## src/rtl/bxavg_pkg.sv

```systemverilog
// Shared types and constants of the box average downscaler.
package bxavg_pkg;

  localparam int PIX_W    = 8;
  localparam int SUM_W    = 29;
  localparam int CNT_W    = 21;
  localparam int REM_W    = CNT_W + 1;
  localparam int IDX_W    = 21;
  localparam int WID_W    = 11;
  localparam int HGT_W    = 10;
  localparam int LANES    = 3;
  localparam int NUM_REGS = 7;
  localparam int ADDR_W   = 5;
  localparam int DATA_W   = 32;
  localparam int IN_W     = 24;
  localparam int OUT_W    = 48;

  // Register indexes
  localparam logic [2:0] REG_SRC_WIDTH   = 3'd0;
  localparam logic [2:0] REG_SRC_HEIGHT  = 3'd1;
  localparam logic [2:0] REG_DST_WIDTH   = 3'd2;
  localparam logic [2:0] REG_DST_HEIGHT  = 3'd3;
  localparam logic [2:0] REG_STRIDE      = 3'd4;
  localparam logic [2:0] REG_OFFSET_X    = 3'd5;
  localparam logic [2:0] REG_OFFSET_Y    = 3'd6;

  typedef struct packed {
    logic [SUM_W-1:0] red;
    logic [SUM_W-1:0] green;
    logic [SUM_W-1:0] blue;
    logic [CNT_W-1:0] count;
  } entry_t;

  typedef struct packed {
    logic accept;
    logic calc_write;
    logic avg_start;
    logic bnd_start;
    logic bnd_load;
    logic out_load;
    logic advance;
    logic clear_step;
  } cmd_t;

  typedef struct packed {
    logic cfg_wr;
    logic emit;
    logic col_close;
    logic div_busy;
    logic div_done;
    logic out_free;
    logic clear_last;
  } sts_t;

endpackage

```

## src/rtl/bxavg_ctrl.sv

```systemverilog
// Controller: sequences clearing, accumulation, averaging and boundary steps.
module bxavg_ctrl
  import bxavg_pkg::*;
(
  input  logic clk,
  input  logic rst,
  input  logic s_tvalid,
  output logic s_tready,
  input  sts_t sts,
  output cmd_t cmd
);

  typedef enum logic [7:0] {
    S_CLEAR  = 8'b00000001,
    S_BSTART = 8'b00000010,
    S_BWAIT  = 8'b00000100,
    S_IDLE   = 8'b00001000,
    S_CALC   = 8'b00010000,
    S_AVG    = 8'b00100000,
    S_EMIT   = 8'b01000000,
    S_ADV    = 8'b10000000
  } state_t;

  state_t state, state_next;

  always_comb begin
    cmd        = '0;
    s_tready   = 1'b0;
    state_next = state;
    case (state)
      S_CLEAR: begin
        cmd.clear_step = 1'b1;
        if (sts.clear_last) state_next = S_BSTART;
      end
      S_BSTART: begin
        cmd.bnd_start = 1'b1;
        state_next    = S_BWAIT;
      end
      S_BWAIT: begin
        if (sts.div_done) begin
          cmd.bnd_load = 1'b1;
          state_next   = S_IDLE;
        end
      end
      S_IDLE: begin
        s_tready   = 1'b1;
        cmd.accept = s_tvalid;
        if (s_tvalid) state_next = S_CALC;
      end
      S_CALC: begin
        if (sts.emit) begin
          cmd.avg_start = 1'b1;
          state_next    = S_AVG;
        end else begin
          cmd.calc_write = 1'b1;
          state_next     = S_ADV;
        end
      end
      S_AVG: begin
        if (sts.div_done) state_next = S_EMIT;
      end
      S_EMIT: begin
        if (sts.out_free) begin
          cmd.out_load = 1'b1;
          state_next   = S_ADV;
        end
      end
      S_ADV: begin
        cmd.advance = 1'b1;
        state_next  = sts.col_close ? S_BSTART : S_IDLE;
      end
      default: state_next = S_CLEAR;
    endcase
    // a register write restarts the image
    if (sts.cfg_wr) state_next = S_CLEAR;
  end

  always_ff @(posedge clk) begin
    if (rst) state <= S_CLEAR;
    else     state <= state_next;
  end

  a_no_restart_busy: assert property (@(posedge clk) disable iff (rst)
    (cmd.avg_start || cmd.bnd_start) |-> !sts.div_busy)
    else $error("divider started while busy");

  a_cfg_clears: assert property (@(posedge clk) disable iff (rst)
    sts.cfg_wr |=> state == S_CLEAR)
    else $error("register write did not restart the image");

  a_out_slot: assert property (@(posedge clk) disable iff (rst)
    cmd.out_load |-> sts.out_free)
    else $error("output word overwritten");

  a_done_waited: assert property (@(posedge clk) disable iff (rst)
    sts.div_done |-> (state == S_AVG || state == S_BWAIT || sts.cfg_wr ||
                      state == S_CLEAR))
    else $error("division finished with nobody waiting");

endmodule

```

## config.mk

```make
export PLATFORM = sky130hd
export DESIGN_NAME = bxavg_ctrl
export DESIGN_NICKNAME = d
export VERILOG_FILES = /design/src/rtl/bxavg_pkg.sv /design/src/rtl/bxavg_ctrl.sv
export SDC_FILE = /design/constraint.sdc
export NUM_CORES = 1
export LEC_CHECK = 0
export ABC_AREA = 1
export BUFFER_PORTS_ARGS = -buffer_cell sky130_fd_sc_hd__buf_2
export CAP_MARGIN = 20
export CELL_PAD_IN_SITES_DETAIL_PLACEMENT = 1
export CELL_PAD_IN_SITES_GLOBAL_PLACEMENT = 1
export CORE_MARGIN = 2
export CORE_UTILIZATION = 37
export DETAILED_ROUTE_END_ITERATION = 8
export GPL_TIMING_DRIVEN = 0
export PLACE_DENSITY = 0.92
export SLEW_MARGIN = 10
export SYNTH_ARGS = -nofsm -noshare
export SYNTH_HDL_FRONTEND = slang
export SYNTH_SLANG_ARGS = --single-unit
export TNS_END_PERCENT = 10
```

## constraint.sdc

```tcl
create_clock -name clk -period 2.85 [get_ports clk]
set_input_delay 0.7125 -clock clk [delete_from_list [all_inputs] [get_ports clk]]
set_output_delay 0.7125 -clock clk [all_outputs]
set_load 0.01 [all_outputs]
```

==> run metrics <==
Largest register FFs=8; CP Class=register to output port; io pins=19; mapped cell area=between 600 and 700 um^2; Worst Tran Pin Value=0.5118 ns; CTS root buf=clkbuf_4; status=finished clean; complex-gate fraction of the synthesized area=approximately 4.5%; sequential cell area=~160 um^2; Core Area=1708 um^2; Num CTS Buffers=3; setup repair bufs after CTS=0; Max-Cap Viols=0; Post-Synthesis Cells=99; Arrival @ worst endpoint=~1.5 ns; endpoints failing setup=0; first-pass GRT wire length=a little under 3 mm; initial antenna violation count=0; Simple-Gate Fraction of Synth Area=57.44%; Post-Synth Adder-Cell Area=0%; Synth Warn #=0; Power Dens Cells=roughly 380 nW/um^2; Total GRT Usage=19.90%; FP Rows=15; setup TNS=0 ns; Worst setup startpoint=state[1]; antenna cell count=0; Starting Density=between 30% and 40%; CTS sink cnt=8; Synth area leaders=dfxtp_1 (24%), inv_1 (11%), nand2_1 (8.5%); FILL cells=roughly 240; Max-slew headroom=between 60% and 70%; nets=around 130; Critical Path RT=about 2.1 ns; I/O Buffers=17; Initial DRC Count=7; HP Class=register to register; Worst-Skew Late Latency=about 0.26 ns; Vias per Instance=4.806; H-tree level count=1; largest registers=state (8); share of the synthesized area in the top cell type=24.11%; TritonCTS clock tree=yes; area of the multi-input gates=a little over 400 um^2; Worst-path clk slew=0.06 ns; Die ar.=approximately 2200 um^2; DR pass1 iterations=4; Final Hold Vio Count=0; Synth Area per Inst=about 6.7 um^2; Worst Hold Launch=state[2]; Die Wd=between 40 and 50 um; EDFF count, synth=0; Top FF cell, synth=dfxtp_1; leak pwr=roughly 0.46 nW; DIE HEIGHT=between 40 and 50 um; Clock Skews=just over 0.004 ns; #FFs+latches synth=8; area leader, netlist=dfxtp_1; VDD IR-drop max=0.2316 mV; WL final=approximately 1.8 mm; share of layout cells above drive strength 1=approximately two fifths; Clock Path Buffers=2; WL/cell=between 10 and 15 um; fraction of registers with async set/reset=0%; Net Count, Synth=~110; worst r2r src=state[6]; largest net degree at the start of global routing=8; vias in the first global route=around 670; Setup WS pre-CTS=0.9589 ns; startpoint class of the critical path=register; Netlist cell types=20; mux contribution to synthesized area=0%; post_cts resized=0; sequential area share after synthesis=between 20% and 30%; max-slew violations=0; final period utilization=around three quarters; FMAX=about 460 MHz; # hold bufs at CTS=0; worst setup slack after layout=between 0.6 and 0.7 ns; vias=692; largest family of logic cells by synthesized area=simple AND/OR/NAND/NOR gates; Synth Area in XOR/XNOR=0%; DP Wirelength=1.530 mm; largest register by flop count=state; grt ovf=0; Placer Congestion=roughly 0.79; post-route antenna net violation count=0; Layout area overhead=20.90%; Min Clock Period, post-route=2.167 ns; crit path max fanout=7; Worst Setup End Kind=output port; RSZ-0062 raised after global routing=no; Remaining DRCs=0
cells in the final DEF (no fill, tap or decap):
cell,netlist,final
nor2_4,3,3
a21oi_1,3,3
inv_2,4,4
nand4_2,2,2
buf_2,0,17
inv_1,19,19
nand3_1,5,5
nor3_2,2,2
nand2_4,4,4
nand2_2,5,5
dfxtp_1,8,8
o21ai_1,1,1
nand4_1,3,3
nor3_1,2,2
clkbuf_4,0,3
inv_4,1,1
nor2_2,5,5
nand3_2,2,2
nor2_1,12,12
nor2_8,1,1
nand2_1,15,15
o21ai_0,2,2
where the power goes:
group | internal (mW) | leakage [nW] | switching (mW)
registers | 0.117 | 0.0650 | 0.00454
clock network | 0.0485 | 0.0138 | 0.0431
logic | 0.0309 | 0.382 | 0.0637
total | 0.197 | 0.461 | 0.111
metal layers:
metal	track usage (%)	share of wire (%)	wire (um)
met1	23.71	42	769
met2	36.11	54	1000
met3	1.176	1.9	35
met4	8.571	2.0	36
met5	0	0	0
path summary, 6_finish.rpt:
path         cells after the start  slack [ns]  endpoint
max                              6        0.68    cmd[6]
min                              4        0.59  state[2]
max reg2reg                     10        1.48  state[2]
min reg2reg                      4        0.59  state[2]
critical path, stage by stage, from the launching register on:
cell and delay [ns]:
dfxtp_1 0.33, inv_1 0.07, nand2_1 0.11, nor2_4 0.21
nand4_2 0.15, nor2_1 0.17, buf_2 0.16
cell type report:
class / count / share of cell area, %
Multi-Input combinational cell: 67 / 51.25
Sequential cell: 8 / 19.94
Inverter: 24 / 11.53
Timing Repair Buffer: 17 / 10.59
Tap cell: 25 / 3.894
Clock buffer: 3 / 2.804
kinds of logic (layout without fill, tap and decap cells):
group	count (synthesis)	after routing
buffers and inverters	24	44
DFF	8	8
AOI/OAI and AO/OA	6	6
and+or+nand+nor	61	61
synthesized netlist by cell type (3+ instances only):
library cell / number
dfxtp_1: 8
a21oi_1: 3
nand3_1: 5
nor2_4: 3
inv_1: 19
nand2_2: 5
nand4_1: 3
nor2_1: 12
nand2_1: 15
nor2_2: 5
inv_2: 4
nand2_4: 4
through the flow:
step / util [%] / cell area, um^2 / cells / hold slack, ns / total power [mW]
floorplan: - / 664.4 / 99 / 0.5496 / 0.1914
global placement: 45.71 / 780.7 / 141 / 0.5683 / 0.2120
detailed placement: 45.71 / 780.7 / 141 / 0.5832 / 0.2173
CTS: 47.03 / 803.3 / 144 / 0.5955 / 0.3106
global route: 47.03 / 803.3 / 144 / 0.6059 / 0.3252
finish: 47.03 / 803.3 / 144 / 0.5871 / 0.3081
Note: power is estimated with default switching activity, not from simulation.
